**config.mk**
```make
export PLATFORM = sky130hd
export DESIGN_NAME = piecewise_linear_color_map
export DESIGN_NICKNAME = d
export VERILOG_FILES = /design/src/rtl/plcm_pkg.sv /design/src/rtl/piecewise_linear_color_map.sv /design/src/rtl/plcm_front.sv /design/src/rtl/plcm_fifo.sv /design/src/rtl/plcm_back.sv
export SDC_FILE = /design/constraint.sdc
export NUM_CORES = 2
export LEC_CHECK = 0
export BUFFER_PORTS_ARGS = -buffer_cell sky130_fd_sc_hd__buf_2
export CAP_MARGIN = 30
export CORE_MARGIN = 1
export CORE_UTILIZATION = 30
export DETAILED_ROUTE_END_ITERATION = 10
export GPL_TIMING_DRIVEN = 0
export HOLD_SLACK_MARGIN = 0.1
export SLEW_MARGIN = 40
export SYNTH_ARGS = -nofsm -noshare
export SYNTH_HDL_FRONTEND = slang
export SYNTH_HIERARCHICAL = 1
export SYNTH_SLANG_ARGS = --single-unit
```
**constraint.sdc**
```tcl
create_clock -name i_clk -period 9.5 [get_ports i_clk]
set_input_delay 0.475 -clock i_clk [delete_from_list [all_inputs] [get_ports i_clk]]
set_output_delay 0.475 -clock i_clk [all_outputs]
set_load 0.005 [all_outputs]
```
**src/rtl/plcm_pkg.sv**
```systemverilog
// ----------------------------------------------------------------------------
// plcm_pkg
// Shared types and constants of the piecewise linear colour map.
// ----------------------------------------------------------------------------
package plcm_pkg;

    localparam int VAL_W         = 17;
    localparam int BP_W          = 17;
    localparam int RGB_W         = 24;
    localparam int CH_W          = 8;
    localparam int KNOT_W        = 41;
    localparam int KNOT_BP_LSB   = 24;
    localparam int CNT_W         = 3;
    localparam int IDX_W         = 4;
    localparam int NUM_KNOT_REGS = 7;
    localparam int Q_DEPTH       = 2;
    localparam int Q_AW          = 1;

    localparam logic [IDX_W-1:0] REG_KNOT_COUNT = 4'd0;
    localparam logic [IDX_W-1:0] REG_KNOT_0     = 4'd1;

    localparam logic [CNT_W-1:0]  KNOT_COUNT_RST = 3'd2;
    localparam logic [KNOT_W-1:0] KNOT_1_RST     = 41'h100_00FF_FFFF;

    typedef enum logic [1:0] {
        FM_ZERO,
        FM_ONE,
        FM_DIV,
        FM_OOR
    } t_fmode;

    typedef struct packed {
        t_fmode             mode;
        logic [VAL_W-1:0]   num;
        logic [BP_W-1:0]    den;
        logic [RGB_W-1:0]   col_lo;
        logic [RGB_W-1:0]   col_hi;
        logic               row_end;
    } t_job;

    typedef struct packed {
        logic full;
        logic empty;
    } t_q_stat;

endpackage

```
**src/rtl/piecewise_linear_color_map.sv**
```systemverilog
// ----------------------------------------------------------------------------
// piecewise_linear_color_map
// Maps a normalised intensity to an RGB colour by interpolating between knots.
// ----------------------------------------------------------------------------
// The front end registers a sample, picks its segment and queues a job; the
// back end handles one job at a time. A value beyond 1.0 goes straight to the
// sum step, one on or outside its segment's breakpoints through the multiply
// step, and one strictly inside a segment first through the restoring divider,
// which yields one quotient bit a cycle. The front end takes samples while the
// two-entry queue has room; a finished word waits in the output register and
// holds the next result in the sum step. Knot registers must be written by the
// user through the configuration port only while idle; the block does not enforce this.
// ----------------------------------------------------------------------------
module piecewise_linear_color_map #(
    parameter int MAX_KNOTS = 7,
    parameter int FRAC_BITS = 16
) (
    input  logic                          i_clk,
    input  logic                          i_rst_n,
    input  logic                          i_valid,
    output logic                          o_stall,
    input  logic [plcm_pkg::VAL_W-1:0]    i_value_frac,
    input  logic                          i_row_end,
    output logic                          o_valid,
    input  logic                          i_stall,
    output logic [plcm_pkg::CH_W-1:0]     o_red,
    output logic [plcm_pkg::CH_W-1:0]     o_green,
    output logic [plcm_pkg::CH_W-1:0]     o_blue,
    output logic                          o_out_of_range,
    output logic                          o_row_end_out,
    input  logic                          i_cfg_valid,
    output logic                          o_cfg_ready,
    input  logic [plcm_pkg::IDX_W-1:0]    i_cfg_index,
    input  logic [plcm_pkg::KNOT_W-1:0]   i_cfg_data
);
    import plcm_pkg::*;

    localparam int NK = (MAX_KNOTS < NUM_KNOT_REGS) ? MAX_KNOTS : NUM_KNOT_REGS;

    logic [CNT_W-1:0]   r_knot_count;
    logic [KNOT_W-1:0]  r_knot [NK];

    logic               push;
    logic               pop;
    t_job               front_job;
    t_job               q_job;
    t_q_stat            q_stat;

    assign o_cfg_ready = 1'b1;

    always_ff @(posedge i_clk) begin
        if (!i_rst_n) begin
            r_knot_count <= KNOT_COUNT_RST;
            for (int i = 0; i < NK; i++) begin
                r_knot[i] <= (i == 1) ? KNOT_1_RST : '0;
            end
        end else if (i_cfg_valid && o_cfg_ready) begin
            if (i_cfg_index == REG_KNOT_COUNT) begin
                r_knot_count <= i_cfg_data[CNT_W-1:0];
            end
            for (int i = 0; i < NK; i++) begin
                if (i_cfg_index == REG_KNOT_0 + IDX_W'(i)) begin
                    r_knot[i] <= i_cfg_data;
                end
            end
        end
    end

    plcm_front #(
        .NK (NK),
        .FB (FRAC_BITS)
    ) u_front (
        .i_clk        (i_clk),
        .i_rst_n      (i_rst_n),
        .i_valid      (i_valid),
        .o_stall      (o_stall),
        .i_value_frac (i_value_frac),
        .i_row_end    (i_row_end),
        .i_knot_count (r_knot_count),
        .i_knot       (r_knot),
        .i_q          (q_stat),
        .o_push       (push),
        .o_job        (front_job)
    );

    plcm_fifo u_fifo (
        .i_clk   (i_clk),
        .i_rst_n (i_rst_n),
        .i_push  (push),
        .i_job   (front_job),
        .i_pop   (pop),
        .o_job   (q_job),
        .o_stat  (q_stat)
    );

    plcm_back #(
        .FB (FRAC_BITS)
    ) u_back (
        .i_clk          (i_clk),
        .i_rst_n        (i_rst_n),
        .i_job          (q_job),
        .i_q            (q_stat),
        .o_pop          (pop),
        .o_valid        (o_valid),
        .i_stall        (i_stall),
        .o_red          (o_red),
        .o_green        (o_green),
        .o_blue         (o_blue),
        .o_out_of_range (o_out_of_range),
        .o_row_end_out  (o_row_end_out)
    );

endmodule

```
**src/rtl/plcm_front.sv**
```systemverilog
// ----------------------------------------------------------------------------
// plcm_front
// Takes a sample, finds its segment and sorts it into a job for the back end.
// ----------------------------------------------------------------------------
module plcm_front #(
    parameter int NK = 7,
    parameter int FB = 16
) (
    input  logic                          i_clk,
    input  logic                          i_rst_n,
    input  logic                          i_valid,
    output logic                          o_stall,
    input  logic [plcm_pkg::VAL_W-1:0]    i_value_frac,
    input  logic                          i_row_end,
    input  logic [plcm_pkg::CNT_W-1:0]    i_knot_count,
    input  logic [plcm_pkg::KNOT_W-1:0]   i_knot [NK],
    input  plcm_pkg::t_q_stat             i_q,
    output logic                          o_push,
    output plcm_pkg::t_job                o_job
);
    import plcm_pkg::*;

    localparam int KW = (NK > 2) ? $clog2(NK) : 1;
    localparam int OW = VAL_W + FB;
    localparam logic [OW-1:0] ONE_W = OW'(1) << FB;

    logic               r_in_valid;
    logic [VAL_W-1:0]   r_in_v;
    logic               r_in_rend;

    logic [BP_W-1:0]    bp [NK];
    logic [CNT_W-1:0]   n_used;
    logic [KW-1:0]      k;
    logic [KW-1:0]      kp1;
    logic [BP_W-1:0]    lo;
    logic [BP_W-1:0]    hi;

    assign o_stall = r_in_valid && i_q.full;
    assign o_push  = r_in_valid && !i_q.full;

    always_comb begin
        for (int i = 0; i < NK; i++) begin
            bp[i] = i_knot[i][KNOT_BP_LSB +: BP_W];
        end
        if (i_knot_count < CNT_W'(2)) begin
            n_used = CNT_W'(2);
        end else if (i_knot_count > CNT_W'(NK)) begin
            n_used = CNT_W'(NK);
        end else begin
            n_used = i_knot_count;
        end
        k = KW'(n_used - CNT_W'(2));
        for (int j = NK - 3; j >= 0; j--) begin
            if ((j + 2) < int'(n_used) && r_in_v <= bp[j+1]) begin
                k = KW'(j);
            end
        end
        kp1 = k + KW'(1);
        lo  = bp[k];
        hi  = bp[kp1];

        o_job.num     = r_in_v - lo;
        o_job.den     = hi - lo;
        o_job.col_lo  = i_knot[k][RGB_W-1:0];
        o_job.col_hi  = i_knot[kp1][RGB_W-1:0];
        o_job.row_end = r_in_rend;
        if (OW'(r_in_v) > ONE_W) begin
            o_job.mode = FM_OOR;
        end else if (r_in_v <= lo) begin
            o_job.mode = FM_ZERO;
        end else if (r_in_v >= hi) begin
            o_job.mode = FM_ONE;
        end else begin
            o_job.mode = FM_DIV;
        end
    end

    always_ff @(posedge i_clk) begin
        if (!i_rst_n) begin
            r_in_valid <= 1'b0;
        end else begin
            if (o_push) begin
                r_in_valid <= 1'b0;
            end
            if (i_valid && !o_stall) begin
                r_in_valid <= 1'b1;
                r_in_v     <= i_value_frac;
                r_in_rend  <= i_row_end;
            end
        end
    end

endmodule

```
**src/rtl/plcm_fifo.sv**
```systemverilog
// ----------------------------------------------------------------------------
// plcm_fifo
// Short job queue between the front and back ends.
// ----------------------------------------------------------------------------
module plcm_fifo (
    input  logic              i_clk,
    input  logic              i_rst_n,
    input  logic              i_push,
    input  plcm_pkg::t_job    i_job,
    input  logic              i_pop,
    output plcm_pkg::t_job    o_job,
    output plcm_pkg::t_q_stat o_stat
);
    import plcm_pkg::*;

    t_job              r_mem [Q_DEPTH];
    logic [Q_AW-1:0]   r_wp;
    logic [Q_AW-1:0]   r_rp;
    logic [Q_AW:0]     r_cnt;
    logic              do_push;
    logic              do_pop;

    assign o_stat.full  = (r_cnt == (Q_AW+1)'(Q_DEPTH));
    assign o_stat.empty = (r_cnt == '0);
    assign do_push      = i_push && !o_stat.full;
    assign do_pop       = i_pop && !o_stat.empty;
    assign o_job        = r_mem[r_rp];

    always_ff @(posedge i_clk) begin
        if (!i_rst_n) begin
            r_wp  <= '0;
            r_rp  <= '0;
            r_cnt <= '0;
        end else begin
            if (do_push) begin
                r_mem[r_wp] <= i_job;
                r_wp        <= r_wp + Q_AW'(1);
            end
            if (do_pop) begin
                r_rp <= r_rp + Q_AW'(1);
            end
            if (do_push && !do_pop) begin
                r_cnt <= r_cnt + (Q_AW+1)'(1);
            end else if (do_pop && !do_push) begin
                r_cnt <= r_cnt - (Q_AW+1)'(1);
            end
        end
    end

endmodule

```
**src/rtl/plcm_back.sv**
```systemverilog
// ----------------------------------------------------------------------------
// plcm_back
// Works out the blend fraction (bit-serial division inside a segment), blends
// the two knot colours, black beyond 1.0, and holds the result in the output register.
// ----------------------------------------------------------------------------
module plcm_back #(
    parameter int FB = 16
) (
    input  logic                        i_clk,
    input  logic                        i_rst_n,
    input  plcm_pkg::t_job              i_job,
    input  plcm_pkg::t_q_stat           i_q,
    output logic                        o_pop,
    output logic                        o_valid,
    input  logic                        i_stall,
    output logic [plcm_pkg::CH_W-1:0]   o_red,
    output logic [plcm_pkg::CH_W-1:0]   o_green,
    output logic [plcm_pkg::CH_W-1:0]   o_blue,
    output logic                        o_out_of_range,
    output logic                        o_row_end_out
);
    import plcm_pkg::*;

    localparam int FW   = FB + 1;
    localparam int CNTW = $clog2(FB);
    localparam int PW   = FB + 11;
    localparam logic [FW-1:0] ONE_F = FW'(1) << FB;
    localparam logic [PW-1:0] HALF  = PW'(1) << (FB - 1);

    typedef enum logic [1:0] {
        S_IDLE,
        S_DIV,
        S_MUL,
        S_SUM
    } t_state;

    t_state                 r_state;
    t_job                   r_job;
    logic [VAL_W-1:0]       r_rem;
    logic [FB-1:0]          r_quo;
    logic [CNTW-1:0]        r_cnt;
    logic [FW-1:0]          r_f;
    logic signed [PW-1:0]   r_prod [3];
    logic                   r_out_valid;

    logic [VAL_W:0]         rem2;
    logic                   ge;
    logic [VAL_W-1:0]       n_rem;
    logic [FB-1:0]          n_quo;
    logic signed [PW-1:0]   n_prod [3];
    logic [CH_W-1:0]        res [3];
    logic signed [CH_W:0]   diff;
    logic signed [PW-1:0]   sum;

    assign o_pop   = (r_state == S_IDLE) && !i_q.empty;
    assign o_valid = r_out_valid;

    always_comb begin
        rem2  = {r_rem, 1'b0};
        ge    = rem2 >= {1'b0, r_job.den};
        n_rem = ge ? VAL_W'(rem2 - {1'b0, r_job.den}) : VAL_W'(rem2);
        n_quo = {r_quo[FB-2:0], ge};
        diff  = '0;
        sum   = '0;
        for (int c = 0; c < 3; c++) begin
            diff = $signed({1'b0, r_job.col_hi[c*CH_W +: CH_W]})
                 - $signed({1'b0, r_job.col_lo[c*CH_W +: CH_W]});
            n_prod[c] = PW'(diff) * $signed(PW'({1'b0, r_f}));
            sum = $signed(PW'({r_job.col_lo[c*CH_W +: CH_W], {FB{1'b0}}}))
                + r_prod[c] + $signed(HALF);
            res[c] = sum[FB +: CH_W];
        end
    end

    always_ff @(posedge i_clk) begin
        if (!i_rst_n) begin
            r_state     <= S_IDLE;
            r_out_valid <= 1'b0;
        end else begin
            if (r_out_valid && !i_stall) begin
                r_out_valid <= 1'b0;
            end
            case (r_state)
                S_IDLE: begin
                    if (!i_q.empty) begin
                        r_job <= i_job;
                        case (i_job.mode)
                            FM_OOR: begin
                                r_state <= S_SUM;
                            end
                            FM_ZERO: begin
                                r_f     <= '0;
                                r_state <= S_MUL;
                            end
                            FM_ONE: begin
                                r_f     <= ONE_F;
                                r_state <= S_MUL;
                            end
                            FM_DIV: begin
                                r_rem   <= i_job.num;
                                r_quo   <= '0;
                                r_cnt   <= CNTW'(FB - 1);
                                r_state <= S_DIV;
                            end
                            default: begin
                                r_state <= S_IDLE;
                            end
                        endcase
                    end
                end
                S_DIV: begin
                    r_rem <= n_rem;
                    r_quo <= n_quo;
                    r_cnt <= r_cnt - CNTW'(1);
                    if (r_cnt == '0) begin
                        r_f     <= {1'b0, n_quo};
                        r_state <= S_MUL;
                    end
                end
                S_MUL: begin
                    for (int c = 0; c < 3; c++) begin
                        r_prod[c] <= n_prod[c];
                    end
                    r_state <= S_SUM;
                end
                S_SUM: begin
                    if (!r_out_valid || !i_stall) begin
                        r_out_valid    <= 1'b1;
                        o_row_end_out  <= r_job.row_end;
                        if (r_job.mode == FM_OOR) begin
                            o_red          <= '0;
                            o_green        <= '0;
                            o_blue         <= '0;
                            o_out_of_range <= 1'b1;
                        end else begin
                            o_red          <= res[2];
                            o_green        <= res[1];
                            o_blue         <= res[0];
                            o_out_of_range <= 1'b0;
                        end
                        r_state <= S_IDLE;
                    end
                end
                default: begin
                    r_state <= S_IDLE;
                end
            endcase
        end
    end

endmodule

```
### Yosys cells after proc, flatten, opt, wreduce, memory -nomap -nowiden

Memories as Yosys holds them, arrays and structs flattened. A register that Yosys moved wholly into a read port is not among the register bits.
Index checks and enable logic that the tools add are counted.

* add/sub/neg operators: 19
* multiply operators: 3
* magnitude comparators: 18
* equal/unequal tests: 20
* multiplexer cells: 57
* bitwise gates (word level): 3
* reduce and logical (&&, ||, !) cells: 45

Operators with widths (count)
* binary-select mux 41 bit (select 3 bit): 2
* 2-to-1 mux 17 bit: 9
* binary-select mux 17 bit (select 3 bit): 2
* <= comparator 17 bit: 6
* one-hot mux 17 bit (2 select lines): 3
* 2-to-1 mux 24 bit: 4
* multiplier 9 x 18 -> 27 bit: 3
* adder 24 x 17 -> 24 bit (second input constant): 3
* adder 24 bit: 3
* subtractor 17 bit: 3
* 2-to-1 mux 15 bit: 2
* one-hot mux 15 bit (2 select lines): 1
* subtractor 8 x 8 -> 9 bit: 3
* 2-to-1 mux 3 bit: 7
* greater-or-equal comparator 18 x 17 -> 1 bit: 1
* AND reduction 2 bit: 9
* greater-or-equal comparator 17 bit: 1
* > comparator 17 bit (second input constant): 1
* == test 4 x 3 -> 1 bit (second input constant): 4
* 2-to-1 mux 2 bit: 8
* logical AND 1 bit: 14
* 2-to-1 mux 1 bit: 14
* == test 2 bit (second input constant): 6
* < comparator 3 bit (first input constant): 3
* other kinds (31): 53

* register bits after elaboration: 463
* RAM bits: 251
* input bits: 68
* output and inout port bits: 29
* logic and storage cells: 197
* memories: 2

Memory list
* u_fifo.r_mem: depth 2, bits a word 85, rd ports 1, clocked after memory_dff 1, write ports 1, line plcm_fifo.sv:16 `t_job r_mem [Q_DEPTH];`
* u_back.r_prod: depth 3, bits a word 27, rd ports 3, clocked after memory_dff 0, write ports 3, line plcm_back.sv:43 `logic signed [PW-1:0] r_prod [3];`

### Logic depth before layout (Yosys ltp)

* depth in word-level cells: 19
* depth in mapped cells: 31
* mapped depth without buffers: 27

### Hierarchy

Netlist, hierarchy kept.

Modules (own cells, without submodules)
* plcm_back: instances 1, cells each 2078, area an instance 21742.1 sq um, sequential area each 5285.1 sq um
* piecewise_linear_color_map: instances 1, cells each 1029, area an instance 10712.8 sq um, sequential area each 5805.6 sq um
* plcm_front: instances 1, cells each 1208, area an instance 9251.4 sq um, sequential area each 560.5 sq um
* plcm_fifo: instances 1, cells each 289, area an instance 6357.3 sq um, sequential area each 5205.0 sq um

### Worst setup path after synthesis

OpenSTA, ideal clock, no wires.

* kind: flip-flop to flip-flop
* start point: register u_fifo.r_cnt[1]
* end point: memory u_fifo/r_mem[0][0] in the netlist's numbering (enable)
* setup time: 0.768 ns
* arrival: 9.403 ns
* required time: 8.732 ns
* setup slack: -0.671 ns
* cell stages (with the launch flop): 5
* buffers on the path: 0
* clock period less this slack: 10.171 ns
* cell sequence: dfxtp_1 nor2b_2 nor2b_1 inv_1 nor4b_1

RTL lines
* from (decl): line plcm_fifo.sv:19 `logic [Q_AW:0] r_cnt;`
* from (signal assigned): line plcm_fifo.sv:43 `r_cnt <= r_cnt + (Q_AW+1)'(1);`
* from (signal assigned): line plcm_fifo.sv:45 `r_cnt <= r_cnt - (Q_AW+1)'(1);`
* to (decl): line plcm_fifo.sv:16

==> tab_implementation.tex <==
\begin{tabular}{lr}
\hline
Metric & Value \\
\hline
\multicolumn{2}{l}{\textbf{GRT}} \\
GRT Total Usage & 17.1\% \\
Global route overflow & 0 \\
Initial antenna violation count & 9 \\
Number of global-route vias before repair & 35100 \\
First-pass GRT wire length & 213000 um \\
Largest net degree at the start of global routing & 46 \\
\multicolumn{2}{l}{\textbf{Logic synthesis}} \\
EDFF count, synth & 362 \\
Number of distinct standard cells referenced by the synthesized netlist & 92 \\
Post-synthesis sequential area ratio & 35.1\% \\
Ys flop type & edfxtp\_1 \\
Biggest area consumer among synthesized cells & edfxtp\_1 \\
Number of instances in the synthesized netlist & 4604 \\
Mapped Area & 48100 um\^{}2 \\
Flops \& latches, synth & 661 \\
Dominant cell by count in the synthesized netlist & nand2\_1 \\
Net count after synthesis & 5356 \\
Synth warnings & 6 \\
Synth async-reset ratio & 0\% \\
Largest cells by area after synthesis & edfxtp\_1, fa\_1, dfxtp\_1 \\
Yosys top cell area share & 22.6\% \\
Top cells by instance count after synthesis & nand2\_1, inv\_1, mux2i\_1 \\
Average cell area after synthesis & 10.4 um\^{}2 \\
\multicolumn{2}{l}{\textbf{Worst setup path}} \\
Slowest stage cell, crit path & edfxtp\_1 \\
Critical Setup Path Class & reg -> reg \\
Buffer and inverter count on the worst path & 5 \\
CP top delay family & compound AO/OA/AOI/OAI gates \\
Crit. End Element & flop \\
Biggest fanout along the worst timing path & 10 \\
Required time of the critical path & 9.85 ns \\
Beginning of the worst register-to-register path & u\_front/r\_in\_v[16] \\
Crit path launch type & flop \\
Arrival time at the worst endpoint & 9.56 ns \\
Worst path max stage delay & 0.81 ns \\
Beginning of the critical path & u\_front/r\_in\_v[16] \\
\multicolumn{2}{l}{\textbf{Timing}} \\
Timing-limited maximum frequency & 0.109 GHz \\
Final critical-path required period & 9.21 ns \\
Final setup skew & 0.0299 ns \\
Transition time at the pin with the least slew margin & 0.889 ns \\
Final count of negative-setup-slack endpoints & 0 \\
Max Transition Viols Final & 0 \\
Final Hold Viols & 0 \\
Slew headroom & 40.7\% \\
Unrepaired setup endpoints after global routing & false \\
Part of the cycle the worst path needs & 97.0\% \\
\multicolumn{2}{l}{\textbf{Detailed routing}} \\
Pre-Repair DR Iteration Count & 6 \\
Number of nets with antenna violations after detailed routing & 0 \\
Via/cell ratio & 4.97 \\
Final routed wirelength across all metal layers & 139000 um \\
Vias after detailed routing & 34600 \\
Residual DRC & 0 \\
Detailed-route wire length per cell & 20.0 um \\
Detailed Route Iter0 Violations & 2450 \\
\multicolumn{2}{l}{\textbf{Job}} \\
Number of max-cap violations & 0 \\
\multicolumn{2}{l}{\textbf{Clock tree}} \\
Clock tree root driver cell & clkbuf\_16 \\
CTS Sinks & 661 \\
Maximum buffer depth of the clock tree & 3 \\
CTS tree & yes \\
H-Tree Level Count & 3 \\
Clk Latency, worst-skew pair & 0.64 ns \\
Number of clock buffers inserted by TritonCTS & 75 \\
Post-CTS clock slew at the launch and capture registers of the worst setup and hold paths & 0.06 ns \\
\multicolumn{2}{l}{\textbf{Final layout}} \\
Fraction of final layout cells sized beyond drive strength 1 & 10.1\% \\
Non-filler cells in the finished layout & 6956 \\
Signed area change from the synthesized netlist to the final layout & 12.7\% \\
Final net count & 5574 \\
\multicolumn{2}{l}{\textbf{Die}} \\
Core Box Area & 159000 um\^{}2 \\
Initial cell density of the core & 30.3\% \\
Number of rows created at floorplan & 146 \\
Horizontal die dimension & 402 um \\
Top-level I/O count & 97 \\
Area enclosed by the die boundary & 162000 um\^{}2 \\
Overall die height & 402 um \\
\multicolumn{2}{l}{\textbf{Min path}} \\
Worst hold-check path type & in -> reg \\
Hold Crit Start & i\_stall \\
\multicolumn{2}{l}{\textbf{Place}} \\
Cell count after placement & 6792 \\
Hpwl dp & 109000 um \\
I/O Buffers & 95 \\
GPL Wtd Cong & 0.938 \\
\multicolumn{2}{l}{\textbf{Run status}} \\
Status & complete, no violations \\
\hline
\end{tabular}
-- registers in the layout, indices dropped and copies added (netlist names), named ones only --
| name | flops |
|---|---|
| u_fifo/r_mem | 170 |
| u_front/r_in_valid | 1 |
| u_back/r_f | 17 |
| u_front/r_in_v | 17 |
| u_back/r_job | 68 |
| u_back/o_valid | 1 |
| u_fifo/r_wp | 1 |
| u_back/o_blue | 8 |
| r_knot | 287 |
| u_back/o_row_end_out | 1 |
| r_knot_count | 3 |
| u_back/r_quo | 15 |
| u_fifo/r_cnt | 2 |
| u_back/o_green | 8 |
| u_back/o_red | 8 |
| u_back/r_prod | 27 |
| u_back/r_state | 2 |
| u_back/r_rem | 17 |
| u_back/o_out_of_range | 1 |
| u_front/r_in_rend | 1 |
| u_fifo/r_rp | 1 |
| u_back/r_cnt | 4 |
-- worst paths after layout --
| check | end | slack (ns) | cells past startpoint |
|---|---|---|---|
| min reg2reg | u_back/o_row_end_out | 0.42 | 0 |
| min | u_back/o_valid | 0.15 | 3 |
| max | u_fifo/r_mem[0][65] | 0.29 | 29 |
| max reg2reg | u_fifo/r_mem[0][65] | 0.29 | 29 |
-- cell families after synthesis --
| logic type | count (synthesis) | synth area share [%] |
|---|---|---|
| other | 1 | 0.00780 |
| muxes | 519 | 12.1 |
| xor gates and xnor gates | 99 | 1.84 |
| AOI/OAI and AO/OA | 561 | 7.74 |
| and+or+nand+nor | 1410 | 14.6 |
| DFF | 661 | 35.1 |
| buffers and inverters | 669 | 5.85 |
| adders and majority gates | 684 | 22.9 |
-- cell usage in the layout, fill, tap and decap left out, types with 15 or more instances in the layout --
cell,instances
nor2b_1,39
or3_1,15
clkbuf_16,77
nor3_1,44
a221o_1,19
nand3_1,97
o21a_1,63
xnor2_1,60
buf_6,21
dlygate4sd3_1,20
nand2b_1,107
fa_1,324
edfxtp_1,362
a211oi_1,17
clkbuf_1,172
a21o_1,27
dfxtp_1,299
nand4b_1,25
nor2_1,152
ha_1,360
mux2_2,86
mux4_2,40
o21ai_0,121
buf_2,130
a21oi_1,113
a31oi_1,25
inv_1,427
mux2i_1,393
xor2_1,27
nand4_1,23
o211ai_1,65
and2_1,257
nand2_1,575
or2_2,16
buf_4,35
a21boi_0,23
-- area by class of cell --
class,count,area [um^2]
fillers,15900,105000
multi-input cells,3274,28600
flip-flops and latches,661,16900
well taps,2072,2590
clock buffers,103,2080
inverters,429,1610
plain buffers,240,1210
repair buffers,141,933
clock inverters,30,293
diodes,6,15.0
-- through the flow --
stage	instance area [um^2]	worst slack, ns	utilization, %	setup TNS, ns	hold slack [ns]
after global routing	54100	0.0907	34.1	0	0.158
after global placement	51100	-0.144	32.2	-0.357	0.411
after detailed placement	51500	0.269	32.4	0	0.410
after CTS	54100	0.218	34.1	0	0.110
final	54100	0.288	34.1	0	0.150
after floorplan	48100	2.36	-	0	0.400
-- per-layer routing --
layer	GRT usage, %	vias up	part of all wire (%)
li1	-	16200	-
met1	22.3	17100	44
met2	28.6	956	48
met3	2.44	241	5.1
met4	6.03	0	3.4
met5	0	-	0
-- timing repair --
item | in CTS | in global routing
hold endpoints to repair | 20 | 0
resized for setup | 0 | 5
buffers inserted | 0 | 5
hold buffers | 20 | 0
endpoints found under the setup margin | 0 | 4
-- worst register-to-register path: cells and delay by family, from the launching register on --
| family | cells | cell delay, ns |
|---|---|---|
| adder cells (fa/ha/maj) | 4 | 1.54 |
| AND/OR/NAND/NOR | 6 | 1.46 |
| AO/OA/AOI/OAI | 12 | 2.51 |
| flip-flops | 1 | 0.81 |
| XOR/XNOR | 2 | 0.94 |
| buffers and inverters | 5 | 1.71 |
Power is left out: the tool's default activity adds up to more than one toggle a clock period on the data nets, which glitch-free logic cannot reach.
